## src/rtl/mfat_pkg.sv

```systemverilog
`timescale 1ns / 1ps
// ----------------------------------------------------------------------------
// mfat_pkg: shared types and constants of the motor feedback angle tracker
// motor groups, field widths, register indexes, queue item and control types
// ----------------------------------------------------------------------------
package mfat_pkg;

  localparam int CHASSIS_MOTORS  = 4;
  localparam int LAUNCHER_MOTORS = 2;
  localparam int COUNTS_PER_TURN = 8192;

  localparam int NUM_MOTORS = CHASSIS_MOTORS + LAUNCHER_MOTORS + 3;
  localparam int IDX_W      = $clog2(NUM_MOTORS);
  localparam int POKE_IDX   = CHASSIS_MOTORS + LAUNCHER_MOTORS;
  localparam int PITCH_IDX  = POKE_IDX + 1;
  localparam int YAW_IDX    = POKE_IDX + 2;

  localparam int ID_W       = 11;
  localparam int ANG_W      = 16;
  localparam int WORD_W     = 16;
  localparam int BYTE_W     = 8;
  localparam int CNT_W      = 8;
  localparam int TURN_W     = 32;
  localparam int OUT_IDX_W  = 4;
  localparam int CFG_IDX_W  = 3;
  localparam int CFG_DATA_W = 11;

  // queue depth, a power of two so the pointers wrap on their own
  localparam int QDEPTH = 2;
  localparam int QPTR_W = $clog2(QDEPTH);

  localparam logic [ID_W-1:0]  RST_CHASSIS_BASE  = 11'd513;
  localparam logic [ID_W-1:0]  RST_LAUNCHER_BASE = 11'd517;
  localparam logic [ID_W-1:0]  RST_POKE_ID       = 11'd519;
  localparam logic [ID_W-1:0]  RST_PITCH_ID      = 11'd522;
  localparam logic [ID_W-1:0]  RST_YAW_ID        = 11'd521;
  localparam logic [CNT_W-1:0] RST_CALIB         = 8'd50;
  localparam logic [CNT_W-1:0] CNT_MAX           = 8'd255;

  typedef enum logic [CFG_IDX_W-1:0] {
    CFG_CHASSIS_BASE  = 3'd0,
    CFG_LAUNCHER_BASE = 3'd1,
    CFG_POKE_ID       = 3'd2,
    CFG_PITCH_ID      = 3'd3,
    CFG_YAW_ID        = 3'd4,
    CFG_CALIB         = 3'd5
  } cfg_idx_e;

  typedef struct packed {
    logic [ID_W-1:0]  chassis_base;
    logic [ID_W-1:0]  launcher_base;
    logic [ID_W-1:0]  poke_id;
    logic [ID_W-1:0]  pitch_id;
    logic [ID_W-1:0]  yaw_id;
    logic [CNT_W-1:0] calib_messages;
  } cfg_t;

  typedef struct packed {
    logic                     matched;
    logic [IDX_W-1:0]         idx;
    logic [ANG_W-1:0]         angle;
    logic signed [WORD_W-1:0] second_word;
    logic signed [WORD_W-1:0] third_word;
    logic [BYTE_W-1:0]        sixth_byte;
  } item_t;

  typedef struct packed {
    logic empty;
    logic full;
  } q_stat_t;

  typedef enum logic [1:0] {
    BK_IDLE,
    BK_UPDATE,
    BK_EMIT
  } bk_state_e;

endpackage

```

## src/rtl/mfat_front.sv

```systemverilog
`timescale 1ns / 1ps
// ----------------------------------------------------------------------------
// mfat_front: input side of the tracker
// takes frame beats, maps the identifier to a motor and pushes the queue
// ----------------------------------------------------------------------------
module mfat_front (
  input  logic                              in_valid_i,
  output logic                              in_stall_o,
  input  logic [mfat_pkg::ID_W-1:0]         frame_id_i,
  input  logic [mfat_pkg::ANG_W-1:0]        angle_word_i,
  input  logic signed [mfat_pkg::WORD_W-1:0] second_word_i,
  input  logic signed [mfat_pkg::WORD_W-1:0] third_word_i,
  input  logic [mfat_pkg::BYTE_W-1:0]       sixth_byte_i,
  input  mfat_pkg::cfg_t                    cfg_i,
  input  mfat_pkg::q_stat_t                 q_stat_i,
  output logic                              push_o,
  output mfat_pkg::item_t                   item_o
);
  import mfat_pkg::*;

  logic [ID_W-1:0] ch_off;
  logic [ID_W-1:0] la_off;
  logic            ch_hit;
  logic            la_hit;

  assign ch_off = frame_id_i - cfg_i.chassis_base;
  assign la_off = frame_id_i - cfg_i.launcher_base;
  assign ch_hit = (frame_id_i >= cfg_i.chassis_base) &&
                  (ch_off < ID_W'(CHASSIS_MOTORS));
  assign la_hit = (frame_id_i >= cfg_i.launcher_base) &&
                  (la_off < ID_W'(LAUNCHER_MOTORS));

  // priority: chassis, launcher, poke, pitch, yaw
  always_comb begin
    item_o.matched     = 1'b1;
    item_o.idx         = '0;
    item_o.angle       = angle_word_i;
    item_o.second_word = second_word_i;
    item_o.third_word  = third_word_i;
    item_o.sixth_byte  = sixth_byte_i;
    if (ch_hit) begin
      item_o.idx = IDX_W'(ch_off);
    end else if (la_hit) begin
      item_o.idx = IDX_W'(CHASSIS_MOTORS) + IDX_W'(la_off);
    end else if (frame_id_i == cfg_i.poke_id) begin
      item_o.idx = IDX_W'(POKE_IDX);
    end else if (frame_id_i == cfg_i.pitch_id) begin
      item_o.idx = IDX_W'(PITCH_IDX);
    end else if (frame_id_i == cfg_i.yaw_id) begin
      item_o.idx = IDX_W'(YAW_IDX);
    end else begin
      item_o.matched = 1'b0;
    end
  end

  assign in_stall_o = q_stat_i.full;
  assign push_o     = in_valid_i && !q_stat_i.full;

endmodule

```

## src/rtl/mfat_queue.sv

```systemverilog
`timescale 1ns / 1ps
// ----------------------------------------------------------------------------
// mfat_queue: short queue between front and back
// holds classified frames so either side can stall on its own
// ----------------------------------------------------------------------------
module mfat_queue (
  input  logic               clk_i,
  input  logic               rst_ni,
  input  logic               push_i,
  input  mfat_pkg::item_t    item_i,
  input  logic               pop_i,
  output mfat_pkg::item_t    head_o,
  output mfat_pkg::q_stat_t  stat_o
);
  import mfat_pkg::*;

  item_t             slot_q [QDEPTH];
  logic [QPTR_W-1:0] wr_ptr_q, wr_ptr_d;
  logic [QPTR_W-1:0] rd_ptr_q, rd_ptr_d;
  logic [QPTR_W:0]   count_q, count_d;

  assign stat_o.empty = (count_q == '0);
  assign stat_o.full  = (count_q == (QPTR_W+1)'(QDEPTH));
  assign head_o       = slot_q[rd_ptr_q];

  always_comb begin
    wr_ptr_d = wr_ptr_q;
    rd_ptr_d = rd_ptr_q;
    count_d  = count_q;
    if (push_i) begin
      wr_ptr_d = wr_ptr_q + 1'b1;
    end
    if (pop_i) begin
      rd_ptr_d = rd_ptr_q + 1'b1;
    end
    case ({push_i, pop_i})
      2'b10:   count_d = count_q + 1'b1;
      2'b01:   count_d = count_q - 1'b1;
      default: count_d = count_q;
    endcase
  end

  always_ff @(posedge clk_i or negedge rst_ni) begin
    if (!rst_ni) begin
      wr_ptr_q <= '0;
      rd_ptr_q <= '0;
      count_q  <= '0;
    end else begin
      wr_ptr_q <= wr_ptr_d;
      rd_ptr_q <= rd_ptr_d;
      count_q  <= count_d;
    end
  end

  always_ff @(posedge clk_i) begin
    if (push_i) begin
      slot_q[wr_ptr_q] <= item_i;
    end
  end

endmodule

```

## src/rtl/mfat_back.sv

```systemverilog
`timescale 1ns / 1ps
// ----------------------------------------------------------------------------
// mfat_back: per-motor tracking and result register
// read-modify-write of the motor entry, total angle, decoded result beat
// ----------------------------------------------------------------------------
module mfat_back (
  input  logic                                clk_i,
  input  logic                                rst_ni,
  input  logic [mfat_pkg::CNT_W-1:0]          calib_messages_i,
  input  mfat_pkg::q_stat_t                   q_stat_i,
  input  mfat_pkg::item_t                     head_i,
  output logic                                pop_o,
  output logic                                out_valid_o,
  input  logic                                out_stall_i,
  output logic                                matched_o,
  output logic [mfat_pkg::OUT_IDX_W-1:0]      motor_index_o,
  output logic                                calibrating_o,
  output logic [mfat_pkg::ANG_W-1:0]          angle_o,
  output logic signed [mfat_pkg::TURN_W-1:0]  round_count_o,
  output logic signed [mfat_pkg::TURN_W-1:0]  total_angle_o,
  output logic signed [mfat_pkg::WORD_W-1:0]  speed_rpm_o,
  output logic signed [mfat_pkg::WORD_W-1:0]  torque_current_o,
  output logic signed [mfat_pkg::WORD_W-1:0]  given_current_o,
  output logic [mfat_pkg::BYTE_W-1:0]         temperature_o
);
  import mfat_pkg::*;

  localparam logic signed [ANG_W:0] HALF_TURN     = (ANG_W+1)'(COUNTS_PER_TURN / 2);
  localparam logic signed [ANG_W:0] NEG_HALF_TURN = -HALF_TURN;

  bk_state_e state_q, state_d;

  // per-motor entries
  logic [CNT_W-1:0]  cnt_q    [NUM_MOTORS];
  logic [ANG_W-1:0]  last_q   [NUM_MOTORS];
  logic [TURN_W-1:0] turn_q   [NUM_MOTORS];
  logic [ANG_W-1:0]  offset_q [NUM_MOTORS];

  item_t             work_q;
  logic              cal_q;
  logic [TURN_W-1:0] turn_new_q;
  logic [ANG_W-1:0]  off_q;

  logic              out_valid_q, out_valid_d;
  logic              load;
  logic              upd;

  logic [CNT_W-1:0]     prior;
  logic                 is_cal;
  logic signed [ANG_W:0] diff;
  logic [TURN_W-1:0]    turn_cur;
  logic [TURN_W-1:0]    turn_nx;

  logic [TURN_W-1:0]    total;
  logic                 chassis_type;
  logic                 live;
  logic [31:0]          idx_ext;

  // entry read and unwrap
  always_comb begin
    prior    = cnt_q[work_q.idx];
    turn_cur = turn_q[work_q.idx];
    is_cal   = (prior <= calib_messages_i);
    diff     = $signed({1'b0, work_q.angle}) - $signed({1'b0, last_q[work_q.idx]});
    turn_nx  = turn_cur;
    if (!is_cal) begin
      if (diff > HALF_TURN) begin
        turn_nx = turn_cur - 1'b1;
      end else if (diff < NEG_HALF_TURN) begin
        turn_nx = turn_cur + 1'b1;
      end
    end
  end

  // sequencer: take a frame, update its motor, emit the result beat
  always_comb begin
    state_d = state_q;
    pop_o   = 1'b0;
    upd     = 1'b0;
    load    = 1'b0;
    case (state_q)
      BK_IDLE: begin
        if (!q_stat_i.empty) begin
          pop_o   = 1'b1;
          state_d = BK_UPDATE;
        end
      end
      BK_UPDATE: begin
        upd     = work_q.matched;
        state_d = BK_EMIT;
      end
      BK_EMIT: begin
        if (!out_valid_q || !out_stall_i) begin
          load    = 1'b1;
          state_d = BK_IDLE;
        end
      end
      default: state_d = BK_IDLE;
    endcase
  end

  always_comb begin
    out_valid_d = out_valid_q;
    if (load) begin
      out_valid_d = 1'b1;
    end else if (out_valid_q && !out_stall_i) begin
      out_valid_d = 1'b0;
    end
  end

  always_ff @(posedge clk_i or negedge rst_ni) begin
    if (!rst_ni) begin
      state_q     <= BK_IDLE;
      out_valid_q <= 1'b0;
    end else begin
      state_q     <= state_d;
      out_valid_q <= out_valid_d;
    end
  end

  always_ff @(posedge clk_i or negedge rst_ni) begin
    if (!rst_ni) begin
      for (int i = 0; i < NUM_MOTORS; i++) begin
        cnt_q[i]    <= '0;
        last_q[i]   <= '0;
        turn_q[i]   <= '0;
        offset_q[i] <= '0;
      end
    end else if (upd) begin
      if (prior != CNT_MAX) begin
        cnt_q[work_q.idx] <= prior + 1'b1;
      end
      last_q[work_q.idx] <= work_q.angle;
      turn_q[work_q.idx] <= turn_nx;
      if (is_cal) begin
        offset_q[work_q.idx] <= work_q.angle;
      end
    end
  end

  always_ff @(posedge clk_i) begin
    if (pop_o) begin
      work_q <= head_i;
    end
    if (state_q == BK_UPDATE) begin
      cal_q      <= is_cal;
      turn_new_q <= turn_nx;
      off_q      <= is_cal ? work_q.angle : offset_q[work_q.idx];
    end
  end

  // result decode
  assign total = TURN_W'(turn_new_q * TURN_W'(COUNTS_PER_TURN)) +
                 TURN_W'(work_q.angle) - TURN_W'(off_q);
  assign chassis_type = (work_q.idx < IDX_W'(PITCH_IDX));
  assign live         = work_q.matched && !cal_q;
  assign idx_ext      = 32'(work_q.idx);

  always_ff @(posedge clk_i) begin
    if (load) begin
      matched_o        <= work_q.matched;
      motor_index_o    <= work_q.matched ? idx_ext[OUT_IDX_W-1:0] : '0;
      calibrating_o    <= work_q.matched && cal_q;
      angle_o          <= work_q.matched ? work_q.angle : '0;
      round_count_o    <= work_q.matched ? $signed(turn_new_q) : '0;
      total_angle_o    <= live ? $signed(total) : '0;
      speed_rpm_o      <= (live && chassis_type) ? work_q.second_word : '0;
      torque_current_o <= !live ? '0 :
                          chassis_type ? work_q.third_word : work_q.second_word;
      given_current_o  <= (live && !chassis_type) ? work_q.third_word : '0;
      temperature_o    <= (live && chassis_type) ? work_q.sixth_byte : '0;
    end
  end

  assign out_valid_o = out_valid_q;

endmodule

```

## src/rtl/motor_feedback_angle_tracker_top.sv

```systemverilog
`timescale 1ns / 1ps
// ----------------------------------------------------------------------------
// motor_feedback_angle_tracker_top: motor feedback angle tracker
// maps feedback frames to nine motors, unwraps angles, decodes payload words
// ----------------------------------------------------------------------------
// path: input beat, queue slot, back work register, update step, result beat
// the back takes a new frame only once its take / read-modify-write / emit
//   steps on the shared motor entry for the last one are done
// the 2-deep queue takes new beats while the back stalls on its output
// reset: asynchronous, active low; clears all motor entries, queue and control,
//   loads the identifier and calibration registers with their defaults
// ----------------------------------------------------------------------------
module motor_feedback_angle_tracker_top (
  input  logic                                clk_i,
  input  logic                                rst_ni,
  // configuration
  input  logic                                cfg_we_i,
  input  logic [mfat_pkg::CFG_IDX_W-1:0]      cfg_index_i,
  input  logic [mfat_pkg::CFG_DATA_W-1:0]     cfg_wdata_i,
  // frame input
  input  logic                                in_valid_i,
  output logic                                in_stall_o,
  input  logic [mfat_pkg::ID_W-1:0]           frame_id_i,
  input  logic [mfat_pkg::ANG_W-1:0]          angle_word_i,
  input  logic signed [mfat_pkg::WORD_W-1:0]  second_word_i,
  input  logic signed [mfat_pkg::WORD_W-1:0]  third_word_i,
  input  logic [mfat_pkg::BYTE_W-1:0]         sixth_byte_i,
  // result output
  output logic                                out_valid_o,
  input  logic                                out_stall_i,
  output logic                                matched_o,
  output logic [mfat_pkg::OUT_IDX_W-1:0]      motor_index_o,
  output logic                                calibrating_o,
  output logic [mfat_pkg::ANG_W-1:0]          angle_o,
  output logic signed [mfat_pkg::TURN_W-1:0]  round_count_o,
  output logic signed [mfat_pkg::TURN_W-1:0]  total_angle_o,
  output logic signed [mfat_pkg::WORD_W-1:0]  speed_rpm_o,
  output logic signed [mfat_pkg::WORD_W-1:0]  torque_current_o,
  output logic signed [mfat_pkg::WORD_W-1:0]  given_current_o,
  output logic [mfat_pkg::BYTE_W-1:0]         temperature_o
);
  import mfat_pkg::*;

  cfg_t    cfg_q, cfg_d;
  q_stat_t q_stat;
  item_t   push_item;
  item_t   head_item;
  logic    push;
  logic    pop;

  // register file, identifiers take 11 bits and the calibration count 8
  always_comb begin
    cfg_d = cfg_q;
    if (cfg_we_i) begin
      case (cfg_idx_e'(cfg_index_i))
        CFG_CHASSIS_BASE:  cfg_d.chassis_base   = cfg_wdata_i;
        CFG_LAUNCHER_BASE: cfg_d.launcher_base  = cfg_wdata_i;
        CFG_POKE_ID:       cfg_d.poke_id        = cfg_wdata_i;
        CFG_PITCH_ID:      cfg_d.pitch_id       = cfg_wdata_i;
        CFG_YAW_ID:        cfg_d.yaw_id         = cfg_wdata_i;
        CFG_CALIB:         cfg_d.calib_messages = cfg_wdata_i[CNT_W-1:0];
        default:           cfg_d = cfg_q;
      endcase
    end
  end

  always_ff @(posedge clk_i or negedge rst_ni) begin
    if (!rst_ni) begin
      cfg_q.chassis_base   <= RST_CHASSIS_BASE;
      cfg_q.launcher_base  <= RST_LAUNCHER_BASE;
      cfg_q.poke_id        <= RST_POKE_ID;
      cfg_q.pitch_id       <= RST_PITCH_ID;
      cfg_q.yaw_id         <= RST_YAW_ID;
      cfg_q.calib_messages <= RST_CALIB;
    end else begin
      cfg_q <= cfg_d;
    end
  end

  // front: accept and classify
  mfat_front u_front (
    .in_valid_i    (in_valid_i),
    .in_stall_o    (in_stall_o),
    .frame_id_i    (frame_id_i),
    .angle_word_i  (angle_word_i),
    .second_word_i (second_word_i),
    .third_word_i  (third_word_i),
    .sixth_byte_i  (sixth_byte_i),
    .cfg_i         (cfg_q),
    .q_stat_i      (q_stat),
    .push_o        (push),
    .item_o        (push_item)
  );

  // queue between the two sides
  mfat_queue u_queue (
    .clk_i  (clk_i),
    .rst_ni (rst_ni),
    .push_i (push),
    .item_i (push_item),
    .pop_i  (pop),
    .head_o (head_item),
    .stat_o (q_stat)
  );

  // back: motor entry update and result beat
  mfat_back u_back (
    .clk_i            (clk_i),
    .rst_ni           (rst_ni),
    .calib_messages_i (cfg_q.calib_messages),
    .q_stat_i         (q_stat),
    .head_i           (head_item),
    .pop_o            (pop),
    .out_valid_o      (out_valid_o),
    .out_stall_i      (out_stall_i),
    .matched_o        (matched_o),
    .motor_index_o    (motor_index_o),
    .calibrating_o    (calibrating_o),
    .angle_o          (angle_o),
    .round_count_o    (round_count_o),
    .total_angle_o    (total_angle_o),
    .speed_rpm_o      (speed_rpm_o),
    .torque_current_o (torque_current_o),
    .given_current_o  (given_current_o),
    .temperature_o    (temperature_o)
  );

  // an unmatched frame reports nothing but zeros
  a_unmatched_zero: assert property (@(posedge clk_i) disable iff (!rst_ni)
    out_valid_o && !matched_o |->
      angle_o == '0 && round_count_o == '0 && total_angle_o == '0 &&
      torque_current_o == '0 && calibrating_o == 1'b0)
    else $error("unmatched result beat carries data");

  // a calibrating beat gives no total angle and no decoded words
  a_calib_quiet: assert property (@(posedge clk_i) disable iff (!rst_ni)
    out_valid_o && calibrating_o |->
      total_angle_o == '0 && speed_rpm_o == '0 && torque_current_o == '0 &&
      given_current_o == '0 && temperature_o == '0)
    else $error("calibrating result beat carries decoded data");

  // chassis and gimbal decodes never mix
  a_type_exclusive: assert property (@(posedge clk_i) disable iff (!rst_ni)
    out_valid_o |-> given_current_o == '0 ||
                    (speed_rpm_o == '0 && temperature_o == '0))
    else $error("result beat mixes chassis and gimbal fields");

  // queue never pops while empty
  a_pop_nonempty: assert property (@(posedge clk_i) disable iff (!rst_ni)
    pop |-> !q_stat.empty)
    else $error("queue popped while empty");

endmodule

```

## config.mk

```make
export PLATFORM = sky130hd
export DESIGN_NAME = motor_feedback_angle_tracker_top
export DESIGN_NICKNAME = d
export VERILOG_FILES = /design/src/rtl/mfat_pkg.sv /design/src/rtl/mfat_front.sv /design/src/rtl/mfat_queue.sv /design/src/rtl/mfat_back.sv /design/src/rtl/motor_feedback_angle_tracker_top.sv
export SDC_FILE = /design/constraint.sdc
export NUM_CORES = 2
export LEC_CHECK = 0
export ABC_AREA = 1
export BUFFER_PORTS_ARGS = -buffer_cell sky130_fd_sc_hd__buf_4
export CAP_MARGIN = 20
export CORE_MARGIN = 1.5
export CORE_UTILIZATION = 60
export DETAILED_ROUTE_END_ITERATION = 12
export PLACE_DENSITY = 0.78
export SYNTH_ARGS = -nofsm -noshare
export SYNTH_HDL_FRONTEND = slang
export SYNTH_SLANG_ARGS = --single-unit
```

## constraint.sdc

```tcl
create_clock -name clk_i -period 8.82 [get_ports clk_i]
set_input_delay 1.323 -clock clk_i [delete_from_list [all_inputs] [get_ports clk_i]]
set_output_delay 1.323 -clock clk_i [all_outputs]
set_load 0.01 [all_outputs]
```

# Word level (Yosys, flattened, before mapping)
# Memories as Yosys holds them, arrays and structs flattened. A register that Yosys moved wholly into a read port is not among the register bits.
# Cells that the tools add are included.
# word_totals
ff_bits	909
latch_bits	0
ramBits	122
romBits	0
in_bits	86
out_inout_bits	144
word_cells	180
mem_count	1
# op_classes
n_addsub	13
mul	0
div_mod_pow	0
magnitude_cmp	10
n_eq_ne	16
n_shift	0
mux	50
n_bitwise	1
n_reduce_logical	29
# mem_list
memory	depth	word_bits	read_ports	rd_ports_with_merged_regs	wr	line	rtl
u_queue.slot_q	2	61	1	1	1	mfat_queue.sv:17	item_t slot_q [QDEPTH];
# ops
op	count
$bwmux W144	2
$bwmux W288	1
$mux W32	6
$bmux W16 S4	2
$bmux W32 S4	1
$demux W32 S4	1
$mux W16	7
$bwmux W72	1
$demux W16 S4	1
$eq A11 B11 Y1	3
$add A32 B1 Y32 const B	1
$add A32 B16 Y32	1
$bmux W8 S4	1
$demux W8 S4	1
$sub A32 B1 Y32 const B	1
$sub A32 B16 Y32	1
$mux W8	3
$ge A11 B11 Y1	2
$sub A11 B11 Y11	2
$mux W4	5
$reduce_and A2 Y1	9
$gt A17 B14 Y1 const B	1
$lt A17 B13 Y1 const B	1
$sub A16 B16 Y17	1
other kinds (30)	64

# Logic depth before layout (Yosys ltp)
# logic_depth
depth_word	10
ltp_mapped	34
depth_no_buf	29

# Cells and area by module
# Synthesis repeated with hierarchy kept, for this count alone.
# unflattened
cells_unflattened	6202
hier_area_um2	52594.2
# by_module_without_submodules
mod	n_inst	cells_per_inst	area_per_inst_um2	seq_area_each_um2
mfat_back	1	5166	42970.0	23857.9
mfat_queue	1	342	4753.3	3763.6
motor_feedback_angle_tracker_top	1	288	2547.4	1599.0
mfat_front	1	406	2323.5	0.0

# Worst setup path before layout
# No wires, ideal clock.
# synth_path
path_type	input to register
from	input port out_stall_i
to	register u_back.angle_o[0] (netlist bit) (enable)
setup_time_ns	0.690
arrival_ns	8.001
required_time_ns	8.130
slack_ns	0.128
cell_stages	1
path_buffers	0
cell_sequence	a21oi_1
# synth_between
elab_chain_cells	4
# synth_rtl
element	line	rtl
start: declaration	motor_feedback_angle_tracker_top.sv:30	input logic out_stall_i,
$logic_not A1 Y1	mfat_back.sv:93	if (!out_valid_q || !out_stall_i) begin
$logic_or A1 B1 Y1	mfat_back.sv:93	
$mux W1	mfat_back.sv:93	
$mux W1	mfat_back.sv:81	case (state_q)
end signal: assignment	mfat_back.sv:164	angle_o <= work_q.matched ? work_q.angle : '0;
end: declaration	mfat_back.sv:18	output logic [mfat_pkg::ANG_W-1:0] angle_o,
# No other way between the ends.
# A chain may end at the register's enable or synchronous reset.

# Final worst setup path
# layout_path
from	register, netlist name u_back.idx_ext[1]
to	register u_back.turn_new_q[1], data pin
# layout_between
elab_chain_cells	9
elab_cells_between_ends	19
classes_between	add/sub: 3; order compare: 3; mux: 12; bitwise: 1
# layout_rtl
element	line	rtl
$not A4 Y5 (not written as such) (*)	mfat_back.sv:61, mfat_back.sv:62, mfat_back.sv:64	
$bmux W16 S4	mfat_back.sv:64	diff = $signed({1'b0, work_q.angle}) - $signed({1'b0, last_q[work_q.idx]});
$mux W16 (not written as such) (2 in a row)	mfat_back.sv:64	
$sub A16 B16 Y17	mfat_back.sv:64	
$lt A17 B13 Y1	mfat_back.sv:69	end else if (diff < NEG_HALF_TURN) begin
$mux W32	mfat_back.sv:69	
$mux W32	mfat_back.sv:67	if (diff > HALF_TURN) begin
$mux W32 (*)	mfat_back.sv:66	if (!is_cal) begin
named net u_back.turn_nx[1]	mfat_back.sv:52	logic [TURN_W-1:0] turn_nx;
end signal: assignment	mfat_back.sv:147	turn_new_q <= turn_nx;
end: declaration	mfat_back.sv:41	logic [TURN_W-1:0] turn_new_q;
# The timed path passes the listed nets; every way through them passes the cells marked *. The select of a mux whose other input is x is not followed.

==> impl_metrics.json <==
{
  "synthFlopType": "dfrtp_1",
  "cts_num_sinks": 1092,
  "required_ns": 9.22,
  "synthArstFlopShare_pct": 65.8,
  "ant_nets": 0,
  "num_rows": 106,
  "multiInputGateArea_um2": 19000,
  "grt_pass1_vias": 40700,
  "synth-seq-cells": 1092,
  "die_w_um": 294,
  "grt_max_degree": 174,
  "nFillCells": 6544,
  "final-setup-viol-count": 0,
  "grt.total_usage_pct": 33.9,
  "ys_seq_area_share_pct": 57.5,
  "hold_buffers": 0,
  "syn_nets": 6016,
  "crit_path_start_kind": "flop",
  "final_cells": 7202,
  "drc": 0,
  "cts_tree": "built",
  "die_area_um2": 86500,
  "synthCells": 5829,
  "post-cts-setup-buffer-count": 0,
  "post_cts_resized": 0,
  "worstPathArrival_ns": 6.33,
  "drv_slew": 0,
  "grt_pass1_wl_um": 227000,
  "avgRoutedWirePerCell_um": 20.3,
  "dp.cells": 6982,
  "start_util_pct": 60.7,
  "dr_total_vias": 42100,
  "setup_tns_ns": 0,
  "path_clk_slew_ns": 0.06,
  "portBuffers": 229,
  "final_nets": 6152,
  "synth_area_um2": 50900,
  "drt_first_pass_iters": 6,
  "relSlewSlack_pct": 26.9,
  "regArea_um2": 29200,
  "drtIter0Drc": 4898,
  "fmax_mhz": 169,
  "criticalPathCategory": "flop to flop",
  "vias_per_cell": 5.85,
  "finalWirelength_um": 146000,
  "fin_crit_ns": 5.93,
  "leakage_nw": 27.8,
  "crit_path_end_kind": "flop",
  "overflow": 0,
  "critPathMaxFanout": 34,
  "placeableCoreArea_um2": 83800,
  "p_per_area_nw_per_um2": 380,
  "ir_worst_vdd_mv": 0.263,
  "synth_warnings": 0,
  "die_h_um": 294,
  "min_period_over_period_pct": 67.2,
  "hold_path_class": "flop to flop",
  "synth_edf_count": 374,
  "dpl.hpwl_um": 87200,
  "ys_types": 59,
  "clock_path_buffers": 3,
  "synthToLayoutAreaGrowth_pct": 13.2,
  "gp_congestion": 0.965,
  "rsz0062_at_grt": "false",
  "status": "finished clean",
  "clkLatencyLatePin_ns": 0.71,
  "antenna_found_initial": 3,
  "cts-root-buf": "clkbuf_16",
  "timing.final.hold_violations": 0,
  "h-tree-depth": 3,
  "syn-mean-instance-area_um2": 8.72,
  "ioPinCount": 230,
  "cap_violations": 0,
  "drive_above_1_share_pct": 10.0,
  "tightest_slew_ns": 1.10,
  "clock_skew_ns": 0.0480,
  "cts_made_buffers": 113
}
==> through the flow <==
step           hold slack, ns  area, um2  util [%]  total power [mW]  setup WS [ns]
5_1_grt                 0.498      57600      68.7              23.2           2.45
6_report                0.480      57600      68.7              21.9           2.89
3_5_place_dp            0.465      53600      63.9              16.7           3.06
3_3_place_gp            0.462      53600      63.9              16.5           3.15
4_1_cts                 0.482      57500      68.7              21.8           3.06
2_1_floorplan           0.424      50900         -              13.7          0.128
==> critical path: stages, from the launching register on <==
cell      delay, ns
edfxtp_1       0.35
buf_4          0.24
inv_4          0.42
nand2_2        0.21
nor3_4         0.72
buf_4          0.51
a211oi_1       0.15
ha_1           0.37
nand2_1        0.09
nand2_1        0.13
nand3_1        0.11
nand2_1        0.15
nand2_1        0.09
nand2_1        0.06
nand2_1        0.04
nand2_1        0.06
nor2_1         0.04
nand3_1        0.09
nand2_1        0.08
nand2_1        0.34
nand2_1        0.39
buf_4          0.31
nand2_1        0.09
nand2_1        0.09
a21oi_2        0.49
==> sequential cells by signal, summed over array words and instances (netlist names), 16 cells and up <==
signal                   flops
u_back.cnt_q                72
u_back.speed_rpm_o          16
u_back.offset_q            144
u_back.work_q               57
u_queue.slot_q             122
u_back.total_angle_o        32
u_back.round_count_o        32
u_back.angle_o              16
u_back.turn_q              288
u_back.torque_current_o     16
u_back.turn_new_q           32
u_back.last_q              144
u_back.given_current_o      16
u_back.off_q                16
cfg_q                       63
==> metal layers <==
metal,track usage [%],vias to the layer above,routed length [um]
met5,0,-,29
met4,12.9,4,5380
met3,7.75,395,15800
met2,54.3,2329,68100
met1,45.1,20100,56600
li1,-,19300,-
==> final cells by class <==
cell class                 count  area share, %
multi-input combinational   4038           33.0
inverter                     415           2.73
clock inverter                62           1.30
sequential                  1092           50.7
antenna                        2        0.00869
tap                         1134           2.46
clock buffer                 154           5.57
timing repair buffer         305           4.14
==> kinds of logic (layout without fill, tap and decap cells) <==
family	count (synthesis)	after routing	synth area share, %
buffers and inverters	699	936	5.40
DFF	1092	1092	57.5
adders and majority gates	101	101	2.59
and+or+nand+nor	2914	2914	22.7
AOI/OAI and AO/OA	955	955	10.7
other	0	2	0
xor gates and xnor gates	68	68	1.22
==> Yosys cell counts (6+ instances only) <==
library cell  instances  area share, %
nand2_1            2380             18
dfrtp_1             700             34
o21ai_0             513            5.0
inv_1               393            2.9
edfxtp_1            374             22
nor2_1              233            1.7
clkbuf_1            213            1.6
a21oi_1             157            1.5
nand3_1             157            1.5
a22oi_1             155            2.3
ha_1                 94            2.3
xor2_1               58            1.0
nand4_1              50           0.62
buf_2                37           0.36
nor3_1               27           0.27
a31oi_1              25           0.31
nand2_2              21           0.26
o21ai_1              19           0.19
dfstp_2              18           0.93
o22ai_1              18           0.22
buf_1                17           0.13
a211oi_1             16           0.24
buf_4                15           0.22
inv_2                14           0.10
nor4_1                9           0.11
o21a_1                9           0.13
nand3_2               8           0.16
nor2_2                8          0.098
xnor2_1               8           0.14
clkinv_1              7          0.052
fa_1                  7           0.28
or2_2                 7          0.086
a21boi_0              6          0.089
a41oi_1               6           0.10
o21bai_1              6          0.089
==> final timing paths <==
path | start | to | slack [ns] | cells past startpoint
min in group asynchronous | rst_ni | cfg_q[62]$_DFFE_PN0P_ | 0.64 | 1
max in group asynchronous | rst_ni | u_back.cnt_q[19]$_DFFE_PN0P_ | 6.42 | 3
hold / removal | u_back.turn_q[242]$_DFFE_PN0P_ | u_back.turn_q[242]$_DFFE_PN0P_ | 0.48 | 2
setup reg to reg | u_back.idx_ext[1]$_DFFE_PP_ | u_back.turn_new_q[1]$_DFFE_PN_ | 2.89 | 24
hold reg to reg | u_back.turn_q[242]$_DFFE_PN0P_ | u_back.turn_q[242]$_DFFE_PN0P_ | 0.48 | 2
setup / recovery | u_back.idx_ext[1]$_DFFE_PP_ | u_back.turn_new_q[1]$_DFFE_PN_ | 2.89 | 24
==> report_power, final <==
group | internal (mW) | switching [mW]
clock network | 2.92 | 2.08
registers | 7.13 | 0.951
logic | 2.54 | 6.27
==> cell usage in the layout (no fill, tap or decap), drive strengths merged, types with 9 or more instances in the layout <==
master  Yosys  layout
a211oi     16      16
a21oi     159     159
a22oi     155     155
a31oi      25      25
buf        71     305
bufinv      0      12
clkbuf    213     154
clkinv      7      48
dfrtp     700     700
dfstp      18      18
edfxtp    374     374
ha         94      94
inv       408     410
nand2    2402    2402
nand3     165     165
nand4      52      52
nor2      242     242
nor3       28      28
nor4        9       9
o21a        9       9
o21ai     534     534
o22ai      18      18
xnor2       9       9
xor2       59      59
(Power assumes the default switching activity.)
